### config.mk
export PLATFORM = sky130hd
export DESIGN_NAME = tcw_front_flat
export DESIGN_NICKNAME = d
export VERILOG_FILES = /design/src/text_console_writer_top_macros.svh /design/src/tcw_pkg.sv /design/src/tcw_if.sv /design/src/tcw_front.sv /design/src/flat_wrapper.sv
export SDC_FILE = /design/constraint.sdc
export NUM_CORES = 1
export LEC_CHECK = 0
export CAP_MARGIN = 20
export CORE_AREA = 2 2 39 41
export DETAILED_ROUTE_END_ITERATION = 10
export DIE_AREA = 0 0 41 43
export DONT_BUFFER_PORTS = 1
export PLACE_DENSITY_LB_ADDON = 0.1
export SETUP_SLACK_MARGIN = 0.5
export SLEW_MARGIN = 10
export SYNTH_ARGS = -nofsm -noshare
export SYNTH_HDL_FRONTEND = slang
export SYNTH_SLANG_ARGS = --single-unit
### constraint.sdc
create_clock -name vclk -period 2.15
set_input_delay 0.215 -clock vclk [all_inputs]
set_output_delay 0.215 -clock vclk [all_outputs]
set_load 0.01 [all_outputs]
### src/text_console_writer_top_macros.svh
`ifndef TEXT_CONSOLE_WRITER_TOP_MACROS_SVH
`define TEXT_CONSOLE_WRITER_TOP_MACROS_SVH

// Assertion shorthands; each expects clk and arst_n in scope.

`define TCW_ASSERT_ALWAYS(label, cond, msg) \
	label: assert property (@(posedge clk) disable iff (!arst_n) (cond)) \
		else $error(msg);

`define TCW_ASSERT_IMPLY(label, ante, cons, msg) \
	label: assert property (@(posedge clk) disable iff (!arst_n) (ante) |-> (cons)) \
		else $error(msg);

`define TCW_ASSERT_NEXT(label, ante, cons, msg) \
	label: assert property (@(posedge clk) disable iff (!arst_n) (ante) |=> (cons)) \
		else $error(msg);

`endif

### src/tcw_pkg.sv
package tcw_pkg;

	localparam int COLUMNS_DEF     = 80;
	localparam int ROWS_DEF        = 25;
	localparam int QUEUE_DEPTH_DEF = 2;

	localparam logic [7:0] SPACE_CODE   = 8'h20;
	localparam logic [7:0] NEWLINE_CODE = 8'd10;
	localparam logic [7:0] TAB_CODE     = 8'd9;
	localparam logic [7:0] BLANK_RESET  = 8'd15;
	localparam logic [15:0] RESET_CELL  = {BLANK_RESET, SPACE_CODE};

	localparam int TAB_SPACES = 4;
	localparam int TAB_W      = $clog2(TAB_SPACES + 1);

	localparam logic OP_PUT  = 1'b0;
	localparam logic OP_READ = 1'b1;

	typedef enum logic [2:0] {
		CMD_PUT,
		CMD_TAB,
		CMD_NEWLINE,
		CMD_READ,
		CMD_NOP
	} cmd_kind_t;

	typedef struct packed {
		cmd_kind_t   kind;
		logic [7:0]  ch;
		logic [7:0]  colour;
		logic [10:0] cell_index;
	} cmd_t;

	typedef enum logic [2:0] {
		ST_CLEAR,
		ST_IDLE,
		ST_TAB,
		ST_SCROLL,
		ST_READ
	} back_state_t;

endpackage

### src/tcw_if.sv
interface tcw_req_if;
	logic        valid;
	logic        ready;
	logic        op;
	logic [7:0]  ch;
	logic [7:0]  colour;
	logic [10:0] cell_index;

	modport source (output valid, output op, output ch, output colour, output cell_index,
		input ready);
	modport sink (input valid, input op, input ch, input colour, input cell_index,
		output ready);
endinterface


### src/tcw_front.sv
module tcw_front (
	tcw_req_if.sink        req,
	input  logic           clearing,
	input  logic           push_ready,
	output logic           push_valid,
	output tcw_pkg::cmd_t  push_data
);

	tcw_pkg::cmd_kind_t kind;

	always_comb begin
		priority if (req.op == tcw_pkg::OP_READ) begin
			kind = tcw_pkg::CMD_READ;
		end else if (req.ch == tcw_pkg::NEWLINE_CODE) begin
			kind = tcw_pkg::CMD_NEWLINE;
		end else if (req.ch == tcw_pkg::TAB_CODE) begin
			kind = tcw_pkg::CMD_TAB;
		end else if (req.ch >= tcw_pkg::SPACE_CODE) begin
			kind = tcw_pkg::CMD_PUT;
		end else begin
			kind = tcw_pkg::CMD_NOP;
		end
	end

	assign req.ready             = push_ready && !clearing;
	assign push_valid            = req.valid && !clearing;
	assign push_data.kind        = kind;
	assign push_data.ch          = req.ch;
	assign push_data.colour      = req.colour;
	assign push_data.cell_index  = req.cell_index;

endmodule

### src/flat_wrapper.sv
// flat-port wrapper written by rule: the top's interface ports become plain ports
module tcw_front_flat 
  (clearing, push_ready, push_valid, push_data, req_valid, req_op, req_ch, req_colour, req_cell_index, req_ready);
  tcw_req_if req_i ();
  input  logic clearing;
  input  logic push_ready;
  output logic push_valid;
  output tcw_pkg::cmd_t push_data;
  input wire logic [$bits(req_i.valid)-1:0] req_valid;
  input wire logic [$bits(req_i.op)-1:0] req_op;
  input wire logic [$bits(req_i.ch)-1:0] req_ch;
  input wire logic [$bits(req_i.colour)-1:0] req_colour;
  input wire logic [$bits(req_i.cell_index)-1:0] req_cell_index;
  output wire logic [$bits(req_i.ready)-1:0] req_ready;
  assign req_i.valid = req_valid;
  assign req_i.op = req_op;
  assign req_i.ch = req_ch;
  assign req_i.colour = req_colour;
  assign req_i.cell_index = req_cell_index;
  assign req_ready = req_i.ready;
  tcw_front u_core (.req(req_i), .clearing(clearing), .push_ready(push_ready), .push_valid(push_valid), .push_data(push_data));
endmodule
; After elaboration in Yosys (flattened, before gate mapping)
; Index checks and enable logic that the tools add are counted.
[classes]
eq_ne = 2
magnitude_cmp = 1
n_mux = 4
n_reduce_logical = 3
[op_table]
columns = operator, count
row1 = $eq A8 B4 Y1 const B, 2
row2 = $mux W3, 4
row3 = $ge A8 B6 Y1 const B, 1
row4 = $logic_and A1 B1 Y1, 2
row5 = $logic_not A1 Y1, 1
[word_totals]
word_cells = 10
out_inout_bits = 32
regBits = 0

; Depth between registers and ports, before layout
; Gate-level depths: netlist of the first run.
[depth]
depth_word = 5
ltp_mapped = 2
ltp_nobuf = 2

; Worst setup path after synthesis of the first run
; Ideal clock, no wire load.
[synth_path]
path_kind = input-to-output
from = input req_ch[5]
to = output push_data[29] (netlist name)
required_time_ns = 1.935
path_buffers = 0
stages = 2
path_slack_ns = 0.998
arrival_ns = 0.937
path_cell_list = or4_1 a21oi_1
[synth_rtl]
columns = item, line
row1 = from (decl), flat_wrapper.sv:11  ; input wire logic [$bits(req_i.ch)-1:0] req_ch;
row2 = to (decl), flat_wrapper.sv:8  ; output tcw_pkg::cmd_t push_data;

==> results.sh, run 1 <==
export IMPL_cp_top_family="simple AND/OR/NAND/NOR gates"
export IMPL_rsz0062_at_grt="false"
export IMPL_period_minus_slack_ns=1.19
export IMPL_syn_inst=39
export IMPL_final_setup_viol_count=0
export IMPL_crit_path_start_kind="input port"
export IMPL_synth_warnings=0
export IMPL_syn2layout_area_growth_pct=-62.9
export IMPL_die_x_um=41
export IMPL_tightest_slew_ns=0.279
export IMPL_synth_area_um2=290
export IMPL_vias_per_cell=4.75
export IMPL_io_pins=63
export IMPL_port_buffers=0
export IMPL_finalNetCount=45
export IMPL_postCtsSetupRepairBufs=0
export IMPL_ant_nets=0
export IMPL_grt_antenna_before_repair=0
export IMPL_nFlopsAndLatches=0
export IMPL_dieHeight_um=43
export IMPL_yosys_cell_types_count=10
export IMPL_seqCellArea_um2=0
export IMPL_drive_above_1_share=0.0833
export IMPL_power_density_nw_per_um2=107
export IMPL_wl_per_cell_um=17.9
export IMPL_vias=133
export IMPL_finalSetupTns_ns=0
export IMPL_drc=0
export IMPL_hold_violations=0
export IMPL_clkbuf_count=0
export IMPL_worst_path_max_fanout=3
export IMPL_first_pass_iters=3
export IMPL_synth_top_area_frac=0.698
export IMPL_antenna_cells=0
export IMPL_first_global_vias=109
export IMPL_initial_core_util=0.210
export IMPL_cp_required_ns=1.93
export IMPL_dp_hpwl_um=448
export IMPL_dieArea_um2=1760
export IMPL_critPathBufInv=0
export IMPL_cp_slowest_cell="or4_1"
export IMPL_wirelength_um=501
export IMPL_hold_path_end="push_data[9]"
export IMPL_fp_coreArea_um2=1380
export IMPL_status="finished, final reports clean"
export IMPL_max_slew_margin_rel=0.814
export IMPL_syn_nets=70
export IMPL_maxCapViolations=0
export IMPL_maxSlewViolCount=0
export IMPL_ir_drop_uv=11.9
export IMPL_gp_congestion=0.419
export IMPL_grt_util_all_layers=0.0430
export IMPL_timing_final_crit_share=0.552
export IMPL_crit_type="in2out"
export IMPL_initialDrtViolationCount=1
export IMPL_arrival_ns=0.97
export IMPL_overflow=0
export IMPL_grt_pass1_wl_um=572
export IMPL_synth_common_cells="27 x buf_4, 2 x a41o_1, 2 x inv_1, 2 x nor2b_1"
export IMPL_endpoint_kind="primary output"
export IMPL_hold_class="in2out"
export IMPL_yosysMostFrequentCell="buf_4"
export IMPL_ys_top_cells_by_area="buf_4 70%, a41o_1 6.9%, nor4b_2 5.2%"
export IMPL_grt_max_degree=5
export IMPL_ctsResizeCount=0
export IMPL_ys_seq_area_frac=0
export IMPL_hold_path_depth=0
export IMPL_cp_cell_sequence="or4_1 -> a21oi_1"
export IMPL_power_leakage_nw=0.0420
export IMPL_cp_slowest_stage_delay_ns=0.51
export IMPL_holdWs_ns=0.430
export IMPL_timing_fmax_mhz=843
export IMPL_cts_hold_buf=0
export IMPL_hp_start="req_cell_index[9]"
export IMPL_synth_avg_cell_area_um2=7.44
export IMPL_row_count=14
export IMPL_yosysTopAreaCell="buf_4"
## cell families (layout without fill, tap and decap cells)
logic type / Yosys count / count (layout) / synth area share
xor+xnor: 1 / 1 / 0.0302
simple gates: 6 / 6 / 0.159
compound gates: 3 / 3 / 0.0862
buf+inv: 29 / 2 / 0.724
## report_power, final
part | internal, mW | leakage [nW] | switching, mW
Clock | 0 | 0 | 0
Combinational | 0.00558 | 0.0420 | 0.00598
Sequential | 0 | 0 | 0
## routing by layer
layer / vias to the layer above / GRT usage / wire length, um
met5: - / 0 / 0
met4: 0 / 0.0333 / 17
met3: 6 / 0.0471 / 126
met2: 23 / 0.0656 / 250
met1: 57 / 0.0253 / 107
li1: 47 / - / -
## cell usage in the layout (no fill, tap or decap)
cell and count:
xor2_1 1, a41o_1 2, nor4b_2 1, nor2_1 1
nor3b_1 1, or4_1 1, nor2b_1 2, inv_1 2
a21oi_1 1
## per-stage QoR
step | cell area [um2] | util | total power [mW] | setup WS [ns] | cells
global route | 108 | 0.0778 | 0.0125 | 0.921 | 28
CTS | 108 | 0.0778 | 0.0118 | 0.962 | 28
global placement | 108 | 0.0778 | 0.0117 | 0.964 | 28
floorplan | 290 | - | 0.0623 | 0.998 | 39
detailed placement | 108 | 0.0778 | 0.0117 | 0.975 | 28
finish | 108 | 0.0778 | 0.0116 | 0.963 | 28
## worst max-delay path by stage
stage,from,endpoint,cells after the start
finish,req_ch[5],push_data[29],2
global route,req_ch[5],push_data[29],2
CTS,req_ch[5],push_data[29],2
global placement,req_ch[5],push_data[29],2
detailed placement,req_ch[5],push_data[29],2
floorplan,req_ch[5],push_data[29],2
## final cells by class
class	instances	area, um2
Fill cell	164	1280
Multi-Input combinational cell	10	80.1
Tap cell	16	20.0
Inverter	2	7.51
Power figures use the tool's default switching activity.
==> run 2: changes to the inputs <==
Clock period 2.15 ns to 1 ns, I/O delays scaled along.
==> run 2 against run 1 <==
Effect of this change:
- non-clock buffer count unchanged
- sequential cell count unchanged
- combinational power increased to 2.7 times the previous value
- via count decreased by 0.75%
- power increased to 2.7 times the previous value
- worst hold slack got worse by 0.23 ns
- design area increased by 22%
- utilization increased by 1.7 points
- wire length increased by 5.6%
- die area unchanged
- first-iteration DRC count increased by 100%
- cell count unchanged
- critical path type unchanged
- largest power group unchanged
==> results.sh, run 2 (synthesis gave the netlist of run 1 again) <==
export IMPL_status="finished, final reports clean"
export IMPL_critPathBufInv=0
export IMPL_tightest_slew_ns=0.330
export IMPL_fin_cells=28
export IMPL_rsz0062_at_grt="true"
export IMPL_power_density_nw_per_um2=241
export IMPL_clkbuf_count=0
export IMPL_drive_above_1_share=0.250
export IMPL_finalSetupTns_ns=0
export IMPL_hold_violations=0
export IMPL_finalNetCount=45
export IMPL_die_x_um=41
export IMPL_cp_slowest_stage_delay_ns=0.53
export IMPL_final_cell_mix="2 x inv_1, 2 x a41o_1, 2 x nor2b_1"
export IMPL_overflow=0
export IMPL_dieHeight_um=43
export IMPL_first_global_vias=125
export IMPL_vias=132
export IMPL_antenna_cells=0
export IMPL_io_pins=63
export IMPL_dp_cells=28
export IMPL_hold_class="in2out"
export IMPL_dieArea_um2=1760
export IMPL_wirelength_um=529
export IMPL_timing_final_crit_share=0.883
export IMPL_grt_max_degree=5
export IMPL_power_leakage_nw=0.0499
export IMPL_port_buffers=0
export IMPL_nFlopsAndLatches=0
export IMPL_crit_type="in2out"
export IMPL_syn2layout_area_growth_pct=-54.7
export IMPL_ant_nets=0
export IMPL_grt_pass1_wl_um=717
export IMPL_grt_util_all_layers=0.0529
export IMPL_initialDrtViolationCount=2
export IMPL_final_setup_viol_count=0
export IMPL_drc=0
export IMPL_timing_fmax_mhz=1130
export IMPL_max_slew_margin_rel=0.780
export IMPL_cp_required_ns=0.90
export IMPL_cts_hold_buf=0
export IMPL_period_minus_slack_ns=0.883
export IMPL_crit_path_start_kind="input port"
export IMPL_maxSlewViolCount=0
export IMPL_vias_per_cell=4.71
export IMPL_endpoint_kind="primary output"
export IMPL_arrival_ns=0.78
export IMPL_row_count=14
export IMPL_initial_core_util=0.210
export IMPL_seqCellArea_um2=0
export IMPL_cp_cell_sequence="or4_4 -> a21oi_4"
export IMPL_worst_path_max_fanout=3
export IMPL_maxCapViolations=0
export IMPL_wl_per_cell_um=18.9
export IMPL_grt_antenna_before_repair=0
export IMPL_cp_slowest_cell="or4_4"
export IMPL_cp_top_family="simple AND/OR/NAND/NOR gates"
export IMPL_ir_drop_uv=30.5
export IMPL_gp_congestion=0.524
export IMPL_first_pass_iters=2
export IMPL_num_fill_cells=154
export IMPL_fp_coreArea_um2=1380
## run 2: cell counts in the layout (fill, tap and decap cells not counted)
Identical to the previous run, type by type.
## run 2: worst paths after layout
kind	start	to	cells after the start
max	req_op	push_data[29]	2
min	req_cell_index[4]	push_data[4]	0
## run 2: area by class of cell
| type | count | area, um2 | area share |
|---|---|---|---|
| Inverter | 2 | 7.51 | 0.0571 |
| Tap cell | 16 | 20.0 | 0.152 |
| Multi-Input combinational cell | 10 | 104 | 0.790 |
## run 2: timing repair
item                       in CTS  in global routing
setup endpoints to repair       3                  3
setup buffers                   0                  0
pin swaps                       0                  1
gates resized for setup         0                  0
## run 2: per-stage QoR
| step | hold slack (ns) | area, um2 | setup slack, ns | utilization | power [mW] |
|---|---|---|---|---|---|
| floorplan | 0.246 | 314 | 0.131 | - | 0.141 |
| global placement | 0.200 | 131 | 0.116 | 0.0949 | 0.0331 |
| detailed placement | 0.200 | 131 | 0.113 | 0.0949 | 0.0322 |
| CTS | 0.200 | 131 | 0.113 | 0.0949 | 0.0322 |
| global route | 0.200 | 131 | 0.103 | 0.0949 | 0.0353 |
| finish | 0.200 | 131 | 0.117 | 0.0949 | 0.0316 |
## run 2: metal layers
| metal | up-vias | global-route usage | share of wire |
|---|---|---|---|
| met5 | - | 0 | 0 |
| met4 | 0 | 0.0333 | 0.030 |
| met3 | 6 | 0.0681 | 0.36 |
| met2 | 30 | 0.0656 | 0.38 |
| met1 | 50 | 0.0443 | 0.23 |
| li1 | 46 | - | - |
## run 2: power breakdown
part | internal [mW] | switching (mW) | total, mW
Clock | 0 | 0 | 0
Combinational | 0.0154 | 0.0162 | 0.0316
Sequential | 0 | 0 | 0
Total | 0.0154 | 0.0162 | 0.0316
