### src/text_console_writer_top_macros.svh
`ifndef TEXT_CONSOLE_WRITER_TOP_MACROS_SVH
`define TEXT_CONSOLE_WRITER_TOP_MACROS_SVH

// Assertion shorthands; each expects clk and arst_n in scope.

`define TCW_ASSERT_ALWAYS(label, cond, msg) \
	label: assert property (@(posedge clk) disable iff (!arst_n) (cond)) \
		else $error(msg);

`define TCW_ASSERT_IMPLY(label, ante, cons, msg) \
	label: assert property (@(posedge clk) disable iff (!arst_n) (ante) |-> (cons)) \
		else $error(msg);

`define TCW_ASSERT_NEXT(label, ante, cons, msg) \
	label: assert property (@(posedge clk) disable iff (!arst_n) (ante) |=> (cons)) \
		else $error(msg);

`endif

### src/tcw_pkg.sv
package tcw_pkg;

	localparam int COLUMNS_DEF     = 80;
	localparam int ROWS_DEF        = 25;
	localparam int QUEUE_DEPTH_DEF = 2;

	localparam logic [7:0] SPACE_CODE   = 8'h20;
	localparam logic [7:0] NEWLINE_CODE = 8'd10;
	localparam logic [7:0] TAB_CODE     = 8'd9;
	localparam logic [7:0] BLANK_RESET  = 8'd15;
	localparam logic [15:0] RESET_CELL  = {BLANK_RESET, SPACE_CODE};

	localparam int TAB_SPACES = 4;
	localparam int TAB_W      = $clog2(TAB_SPACES + 1);

	localparam logic OP_PUT  = 1'b0;
	localparam logic OP_READ = 1'b1;

	typedef enum logic [2:0] {
		CMD_PUT,
		CMD_TAB,
		CMD_NEWLINE,
		CMD_READ,
		CMD_NOP
	} cmd_kind_t;

	typedef struct packed {
		cmd_kind_t   kind;
		logic [7:0]  ch;
		logic [7:0]  colour;
		logic [10:0] cell_index;
	} cmd_t;

	typedef enum logic [2:0] {
		ST_CLEAR,
		ST_IDLE,
		ST_TAB,
		ST_SCROLL,
		ST_READ
	} back_state_t;

endpackage

### src/tcw_fifo.sv
module tcw_fifo #(
	parameter int DEPTH = tcw_pkg::QUEUE_DEPTH_DEF
) (
	input  logic          clk,
	input  logic          arst_n,
	input  logic          push_valid,
	output logic          push_ready,
	input  tcw_pkg::cmd_t push_data,
	output logic          pop_valid,
	input  logic          pop_ready,
	output tcw_pkg::cmd_t pop_data
);

	localparam int PTR_W = $clog2(DEPTH);
	localparam int CNT_W = $clog2(DEPTH + 1);

	tcw_pkg::cmd_t     slot_q [DEPTH];
	logic [PTR_W-1:0]  wptr_q;
	logic [PTR_W-1:0]  rptr_q;
	logic [CNT_W-1:0]  count_q;
	logic              push;
	logic              pop;

	assign push_ready = (count_q != CNT_W'(DEPTH));
	assign pop_valid  = (count_q != '0);
	assign push       = push_valid && push_ready;
	assign pop        = pop_valid && pop_ready;
	assign pop_data   = slot_q[rptr_q];

	always_ff @(posedge clk) begin
		if (push) begin
			slot_q[wptr_q] <= push_data;
		end
	end

	always_ff @(posedge clk or negedge arst_n) begin
		if (!arst_n) begin
			wptr_q  <= '0;
			rptr_q  <= '0;
			count_q <= '0;
		end else begin
			if (push) begin
				wptr_q <= (wptr_q == PTR_W'(DEPTH - 1)) ? '0 : wptr_q + PTR_W'(1);
			end
			if (pop) begin
				rptr_q <= (rptr_q == PTR_W'(DEPTH - 1)) ? '0 : rptr_q + PTR_W'(1);
			end
			unique case ({push, pop})
				2'b10:   count_q <= count_q + CNT_W'(1);
				2'b01:   count_q <= count_q - CNT_W'(1);
				default: count_q <= count_q;
			endcase
		end
	end

endmodule

### config.mk
export PLATFORM = sky130hd
export DESIGN_NAME = tcw_fifo
export DESIGN_NICKNAME = d
export VERILOG_FILES = /design/src/text_console_writer_top_macros.svh /design/src/tcw_pkg.sv /design/src/tcw_fifo.sv
export SDC_FILE = /design/constraint.sdc
export NUM_CORES = 1
export LEC_CHECK = 0
export BUFFER_PORTS_ARGS = -buffer_cell sky130_fd_sc_hd__clkbuf_2
export CORE_UTILIZATION = 51
export CTS_CLUSTER_DIAMETER = 40
export CTS_CLUSTER_SIZE = 8
export DETAILED_ROUTE_END_ITERATION = 8
export GPL_ROUTABILITY_DRIVEN = 0
export GPL_TIMING_DRIVEN = 1
export HOLD_SLACK_MARGIN = 0.03
export PLACE_DENSITY = 0.78
export SYNTH_ARGS = -nofsm -noshare
export SYNTH_HDL_FRONTEND = slang
export SYNTH_SLANG_ARGS = --single-unit
### constraint.sdc
create_clock -name clk -period 2.6 [get_ports clk]
set_input_delay 0.26 -clock clk [delete_from_list [all_inputs] [get_ports clk]]
set_output_delay 0.26 -clock clk [all_outputs]
set_load 0.01 [all_outputs]
## Yosys cells after proc, flatten, opt, wreduce, memory -nomap -nowiden

Memories as Yosys holds them, arrays and structs flattened.
Index checks and enable logic that the tools add are counted.

- Flip-flop bits (word level): 4
- Bits in writable memories: 60
- Memories kept: 1

- $add $sub $neg: 4
- Eq/ne operators: 3
- Multiplexer cells: 5
- Reduce and logical (&&, ||, !) cells: 4

Memories:

| name | words | width | read ports | clocked after memory_dff | wr ports | RTL line | RTL |
|---|---|---|---|---|---|---|---|
| slot_q | 2 | 30 | 1 | 0 | 1 | tcw_fifo.sv:17 | `tcw_pkg::cmd_t slot_q [DEPTH];` |

Operator list:

| operator | count |
|---|---|
| $mux 1 | 4 |
| $pmux 2 s2 | 1 |
| $reduce_bool 2->1 | 2 |
| $add 1x1->1 const B | 2 |
| $add 2x1->2 const B | 1 |
| $eq 2x1->1 const B | 1 |
| $eq 2x2->1 const B | 1 |
| $logic_and 1x1->1 | 2 |
| $ne 2x2->1 const B | 1 |
| $sub 2x1->2 const B | 1 |

## Logic depth before layout (Yosys ltp)

Gate-level depths: netlist of the first run.

- Depth in word-level cells: 4
- Depth in mapped cells: 6
- Gate-level depth less buffers: 6

## Least setup slack after synthesis of the first run

Ideal clock, no wire load.

- Path type: flip-flop to flip-flop
- From: register count_q[0]
- To: memory slot_q[0][0] in the netlist's numbering (enable)
- Setup time: 0.417 ns
- Arrival: 1.979 ns
- Required time: 2.183 ns
- Slack: 0.204 ns
- Cell stages (with the launch flop): 4
- Path buffers: 0
- Period minus slack after synthesis: 2.396 ns
- Cells stage by stage: dfrtp_1 -> nand2b_1 -> nand2_1 -> nor2_1

- Word-level cells in the longest chain between the ends: 4

Ends and longest elaborated chain:

| what | RTL line | RTL |
|---|---|---|
| from (decl) | tcw_fifo.sv:20 | `logic [CNT_W-1:0] count_q;` |
| from (signal assigned) | tcw_fifo.sv:49 | `2'b10: count_q <= count_q + CNT_W'(1);` |
| from (signal assigned) | tcw_fifo.sv:50 | `2'b01: count_q <= count_q - CNT_W'(1);` |
| from (signal assigned) | tcw_fifo.sv:51 | `default: count_q <= count_q;` |
| $ne 2x2->1 | tcw_fifo.sv:24 | `assign push_ready = (count_q != CNT_W'(DEPTH));` |
| net push_ready | tcw_fifo.sv:7 | `output logic push_ready,` |
| $logic_and 1x1->1 | tcw_fifo.sv:26 | `assign push = push_valid && push_ready;` |
| $mux 1 | tcw_fifo.sv:31 | `if (push) begin` |
| $mux 1 (implied by the code) | tcw_fifo.sv:32 | `slot_q[wptr_q] <= push_data;` |
| to (decl) | tcw_fifo.sv:17 |  |

The timed path passes the listed nets, and every way through them passes these cells.

==> impl_results.md, run 1 <==
- # port buffers: 65
- Synth area leader: edfxtp_1
- Initial antenna violation count: 0
- Via density: about 5.0
- Detail Placement HPWL: 2.51 mm
- Crit path from: rptr_q
- Initial Utilization: between 50% and 60%
- Worst Path Arrival: 1820 ps
- Rel. slew slack: around 55%
- Worst path cell trace: buf_12, mux2_2, clkbuf_2
- Syn nets: 145
- CP Buf/Inv Count: 2
- R2R Path Start: count_q[0]
- Peak VDD IR: 0.000569 V
- RSZ-0062 raised after global routing: false
- Status: complete, no violations
- CTS tree: built
- CP Max Fanout: 17
- First-pass GRT wire length: between 6 and 7 mm
- Post-synthesis instance total: 110
- I/O pin cnt: 66
- Area Overhead vs Synth: 25.4%
- Core outline area: 4380 um^2
- Clock skew: roughly 3.1 ps
- Die area: between 4000 and 5000 um^2
- Rows: 24
- Drt wl/cell: 15.0 um
- Clock sinks: 64
- Avg Cell Area, Syn: about 21 um^2
- # diodes: 0
- Initial drt markers: 74
- Tmin final: 2080 ps
- Layout cells sized above 1: between 50% and 60%
- Worst-margin pin slew: just under 700 ps
- Worst hold path type: in -> reg
- Period Utilization, post-route: around 80%
- 1st-pass router iterations: 4
- CP peak stage delay: 760 ps
- Crit. End Element: primary output
- Post-route ant nets: 0
- Top Family by Delay on Critical Path: flip-flops
- Top post-synthesis cells by area: edfxtp_1 (76%), mux2_2 (14%), dfrtp_1 (4.2%)
- GRT Util Overall: between 15 and 20%
- Vias in the first global route: around 1,300
- Critical path launch point type: flop
- Fin area: between 2000 and 3000 um^2
- Distinct cells, synth: 13
- Cell Area, Placed: between 2000 and 3000 um^2
- Layout Nets: between 200 and 250
- Yosys top cell area share: roughly three quarters
- Die Width: between 60 and 70 um
- Die height: 70.0 um
- Root buffer cell: clkbuf_8
- CP Data Required Time: 2340 ps
- TritonCTS Buffers: 9
- Worst-Skew Late Latency: around 330 ps
- Max Slew Vio Count: 0
- Via count: 1,225
- Clock buffer depth: 2
- Max-cap violations: 0
- Post-synthesis sequential area ratio: about 81%
- Fmax: 0.481 GHz
- Post-synth design cell area: 2360 um^2
- PD cells: ~1100 nW/um^2
- Final hold vios: 0
- CTS clk-pin slew, worst paths: approximately 70 ps
- # DRC: 0
- Total gr overflow: 0
- Syn. warnings: 0
- Hold path start: push_data[3]
- H-tree Lvls: 3
- FILL cells: 299
- Register bit total from synthesis: 64
- Critical path type: reg -> out
- Final setup vio count: 0
- Largest net degree at the start of global routing: 19
- Total Routed Length: between 3 and 4 mm
- Setup TNS Final: 0 ps
- Slowest cell on the critical path: dfrtp_1
- Lkg Pwr: 1.15 nW
-- metrics by stage --
stage	power (W)	setup WS (ps)	hold WS [ps]	util (%)	instances
floorplan	0.00216	204	-35.6	-	110
global placement	0.00253	886	72.5	63.5	228
detailed placement	0.00256	854	74.8	63.5	228
CTS	0.00326	488	104	67.4	245
global route	0.00339	426	102	67.4	245
finish	0.00322	520	120	67.4	245
-- state kept, by name (all words and copies together), names as in the netlist --
signal   cells
slot_q      60
count_q      2
rptr_q       1
wptr_q       1
-- placed cells by master, fill, tap and decap left out --
cell / n
nor2_1: 1
clkbuf_2: 65
and2_4: 1
clkbuf_8: 9
clkinv_1: 2
dlygate4sd3_1: 1
xnor2_1: 3
xor2_1: 2
nor2_2: 1
clkinvlp_4: 1
and3_1: 1
dfrtp_1: 4
buf_4: 2
clkinv_2: 3
or2_1: 1
clkinv_4: 1
buf_12: 2
mux2_2: 30
nand2b_1: 1
nand2_1: 1
edfxtp_1: 60
ha_1: 1
-- metal layers --
layer / wire length (um) / GRT usage [%] / part of all wire, %
met1: 1560 / 20.5 / 43
met2: 1780 / 26.7 / 48
met3: 303 / 7.94 / 8.2
met4: 30 / 7.33 / 0.82
met5: 0 / 0 / 0
-- power by group --
part | switching [W] | internal (W) | total, W
Combinational | 0.000495 | 0.000507 | 0.00100
Clock | 0.000354 | 0.000335 | 0.000689
Sequential | 0.000111 | 0.00141 | 0.00152
-- cells by family after synthesis --
kind of cell | share of synthesized area (%)
adders and majority gates | 0.531
muxes | 14.3
buffers and inverters | 0.955
DFF | 80.7
and+or+nand+nor | 1.65
xor gates and xnor gates | 1.86
-- cells in the mapped netlist --
master and instances:
and3_1 1, mux2_2 30, dfrtp_1 4, ha_1 1
or2_1 1, xor2_1 2, nand2b_1 1, xnor2_1 3
buf_4 3, nand2_1 1, edfxtp_1 60, and2_4 1
nor2_1 2
-- cell type report --
| cell class | count | area [um^2] | share of cell area, % |
|---|---|---|---|
| multi-input combinational | 43 | 435 | 14.7 |
| timing repair buffer | 70 | 390 | 13.2 |
| sequential | 64 | 1900 | 64.4 |
| tap | 52 | 65.1 | 2.20 |
| clock buffer | 9 | 124 | 4.19 |
| clock inverter | 7 | 38.8 | 1.31 |
-- final timing paths --
check	to	slack (ps)	depth (start not counted)
worst max-delay path	pop_data[14]	520	3
worst min-delay path	slot_q[1][3]	120	1
worst max register to register	slot_q[1][15]	880	3
worst min register to register	count_q[1]	490	1
max in group asynchronous	wptr_q	2210	2
min in group asynchronous	count_q[1]	270	2
-- what timing repair did --
| item | in CTS | in global routing |
|---|---|---|
| resized for setup | 0 | 0 |
| hold buffers | 1 | 0 |
| setup buffers | 0 | 0 |
| hold endpoints to repair | 4 | 0 |
No activity file was read; power rests on OpenSTA's default activity.
==> inputs of run 2 (changes only) <==
--- a/config.mk
+++ b/config.mk
@@ -5,15 +5,16 @@
 export SDC_FILE = /design/constraint.sdc
 export NUM_CORES = 1
 export LEC_CHECK = 0
+export ABC_AREA = 1
 export BUFFER_PORTS_ARGS = -buffer_cell sky130_fd_sc_hd__clkbuf_2
-export CORE_UTILIZATION = 51
+export CORE_UTILIZATION = 46
 export CTS_CLUSTER_DIAMETER = 40
 export CTS_CLUSTER_SIZE = 8
 export DETAILED_ROUTE_END_ITERATION = 8
 export GPL_ROUTABILITY_DRIVEN = 0
 export GPL_TIMING_DRIVEN = 1
 export HOLD_SLACK_MARGIN = 0.03
-export PLACE_DENSITY = 0.78
+export PLACE_DENSITY = 0.74
 export SYNTH_ARGS = -nofsm -noshare
 export SYNTH_HDL_FRONTEND = slang
 export SYNTH_SLANG_ARGS = --single-unit
==> constraint.sdc (replaced) <==
create_clock -name clk -period 1.9 [get_ports clk]
set_input_delay 0.19 -clock clk [delete_from_list [all_inputs] [get_ports clk]]
set_output_delay 0.19 -clock clk [all_outputs]
set_load 0.01 [all_outputs]
==> run 2 against run 1 <==
Cell count increased by 36%; combinational power is 53% higher; critical path depth up 1; routed wire length grew 12%; clock power is 65% higher; first-iteration DRC count up 16%; critical endpoint is now pop_data[24]; highest routed layer unchanged.
==> impl_results.md, run 2 <==
- Top Registers: slot_q: 60 flops, count_q: 2 flops
- Clock sinks: 64
- Crit. End Element: primary output
- Die height: approximately 74 um
- Post-synth EDFFs: 60
- Period Utilization, post-route: between 80% and 90%
- RSZ-0062 raised after global routing: false
- CTS tree: built
- Max-cap violations: 0
- Root buffer cell: clkbuf_8
- Largest net degree at the start of global routing: 32
- Setup Buffers After CTS: 0
- Worst-margin pin slew: about 510 ps
- Status: complete, no violations
- Drt wl/cell: 12.4 um
- Yosys top cell area share: 75.2%
- GRT busiest layer: met2
- Rows: 25
- Initial drt markers: 86
- Fin area: 3050 um^2
- Total gr overflow: 0
- Switching share of power: about a third
- Post-synthesis instance total: 186
- Final hold vios: 0
- Layout Nets: 297
- Main synth FF type: edfxtp_1
- WHS: ~44 ps
- Initial Utilization: around half
- Largest Register: slot_q
- Met1 Usage GRT: approximately a fifth
- Vias in the first global route: ~1,400
- Worst hold path type: in -> reg
- Clock power frac: between 20% and 30%
- Register bit total from synthesis: 64
- CP Max Fanout: 31
- CTS clk-pin slew, worst paths: approximately 70 ps
- Avg Cell Area, Syn: approximately 13 um^2
- # DRC: 0
- Met2 Track Usage GR: 26.7%
- PD cells: between 1500 and 2000 nW/um^2
- Initial antenna violation count: 0
- Critical path type: reg -> out
- Max Slew Vio Count: 0
- Distinct cells, synth: 14
- Synth area leader: edfxtp_1
- Post-synth design cell area: between 2000 and 2500 um^2
- Syn. warnings: 0
- Worst Path Arrival: 1450 ps
- Total Routed Length: roughly 4.1 mm
- Largest register FFs: 60
- FILL cells: around 400
- Sequential power share: between 40% and 50%
- Footprint of the multi-input gates: around 450 um^2
- Die area: between 5000 and 6000 um^2
- Via density: ~4.6
- Top-count cell post-synth: nand2_1
- Pre-CTS WS: 479 ps
- Post-route ant nets: 0
- Tmin final: between 1500 and 2000 ps
- NetSw: roughly 0.0016 W
- Most frequent cells in the layout: nand2_1 (98), clkbuf_2 (65), edfxtp_1 (60)
- Area Overhead vs Synth: 27.3%
- Most common cell after layout, fill and taps aside: nand2_1
- Clock skew: 7.00 ps
- Setup TNS Final: 0 ps
- Worst-Skew Late Latency: around 330 ps
- Post-synthesis sequential area ratio: roughly 79%
- Final WS setup: about 260 ps
- GRT met3 Usage: between 5 and 6%
- First-pass GRT wire length: 6.38 mm
- GRT Util Overall: between 15 and 20%
- Detail Placement HPWL: between 2 and 3 mm
- Via count: 1,543
- Combinational share of power: between 30% and 40%
- TritonCTS Buffers: 9
- 1st-pass router iterations: 4
- Lkg Pwr: roughly 1.4 nW
- Die Width: around 74 um
- Syn nets: between 200 and 250
- Fmax: around 0.61 GHz
- I/O pin cnt: 66
- Internal: between 0.003 and 0.004 W
- Post-cts sizing count: 0
- H-tree Lvls: 3
- Asr flop ratio synth: ~6.3%
- Cell Area, Placed: 2830 um^2
- Sequential Area: about 1900 um^2
- Top post-synthesis cells by area: edfxtp_1 (75%), nand2_1 (15%), dfrtp_1 (4.2%)
- Rel. slew slack: between 60% and 70%
- Peak VDD IR: between 0.001 and 0.0015 V
- Post-synth top cells: nand2_1 (98), edfxtp_1 (60), buf_2 (6)
- Critical path launch point type: flop
- Final setup vio count: 0
- # diodes: 0
- Clock buffer depth: 2
- Core outline area: ~4900 um^2
- Layout cells sized above 1: between 30 and 40%
- # port buffers: between 60 and 70
- CP Data Required Time: 1710 ps
[run 2: cell count changes in the layout (fill, tap and decap cells not counted), sizes merged, moves of 2 or more]
cell and delta:
clkbuf +3, inv +7, xnor2 -2, nand2 +99
xor2 -2, clkinv -3, nand3 +2, mux2 -30
[run 2: power by group through the flow]
| stage | clock network (W) | logic (W) | registers, W |
|---|---|---|---|
| 6_report | 0.00114 | 0.00153 | 0.00203 |
| 5_1_grt | 0.00123 | 0.00174 | 0.00205 |
| 4_1_cts | 0.00116 | 0.00156 | 0.00203 |
| 3_5_place_dp | 0 | 0.00155 | 0.00206 |
| 3_3_place_gp | 0 | 0.00151 | 0.00204 |
| 2_1_floorplan | 0 | 0.000930 | 0.00205 |
[run 2: cell type report]
cell class / instances / area share (%)
Inverter: 7 / 0.862
Tap cell: 67 / 2.75
Clock buffer: 12 / 5.09
Multi-Input combinational cell: 109 / 14.7
Timing Repair Buffer: 71 / 12.7
Sequential cell: 64 / 62.4
Clock inverter: 4 / 1.44
[run 2: what timing repair did]
| action | CTS | global route |
|---|---|---|
| endpoints found under the setup margin | 0 | 0 |
| hold buffers | 1 | 1 |
| endpoints found under the hold margin | 4 | 2 |
[run 2: logic make-up (layout without fill, tap and decap cells)]
family / after synthesis / in the layout / synth area share (%)
XOR/XNOR: 1 / 1 / 0.366
adder cells (fa/ha/maj): 1 / 1 / 0.522
AND/OR/NAND/NOR: 106 / 106 / 17.1
flip-flops: 64 / 64 / 79.4
buffers and inverters: 13 / 94 / 2.35
AO/OA/AOI/OAI: 1 / 1 / 0.209
[run 2: worst max-delay path: stages, from the launching register on]
cell and delay, ps:
dfrtp_1 390, inv_2 390, nand2_1 120, nand2_1 90, clkbuf_2 130
[run 2: path summary, 6_finish.rpt]
path / start / end / slack [ps] / depth (start not counted)
worst max-delay path: rptr_q / pop_data[24] / 260 / 4
worst min-delay path: push_data[21] / slot_q[0][21] / 40 / 1
worst max register to register: count_q[0] / slot_q[0][15] / 490 / 5
worst min register to register: count_q[1] / count_q[1] / 530 / 2
max in group asynchronous: arst_n / count_q[1] / 1550 / 2
min in group asynchronous: arst_n / rptr_q / 220 / 2
[run 2: metal layers]
layer / wire, um / up-vias
li1: - / 770
met1: 1810 / 703
met2: 1950 / 55
met3: 210 / 15
met4: 153 / 0
met5: 0 / -
[run 2: through the flow]
stage	cells	total power (W)	utilization, %
final	334	0.00470	62.5
after global routing	334	0.00502	62.5
after CTS	333	0.00475	62.3
after detailed placement	316	0.00360	58.0
after global placement	316	0.00356	58.0
after floorplan	186	0.00298	-
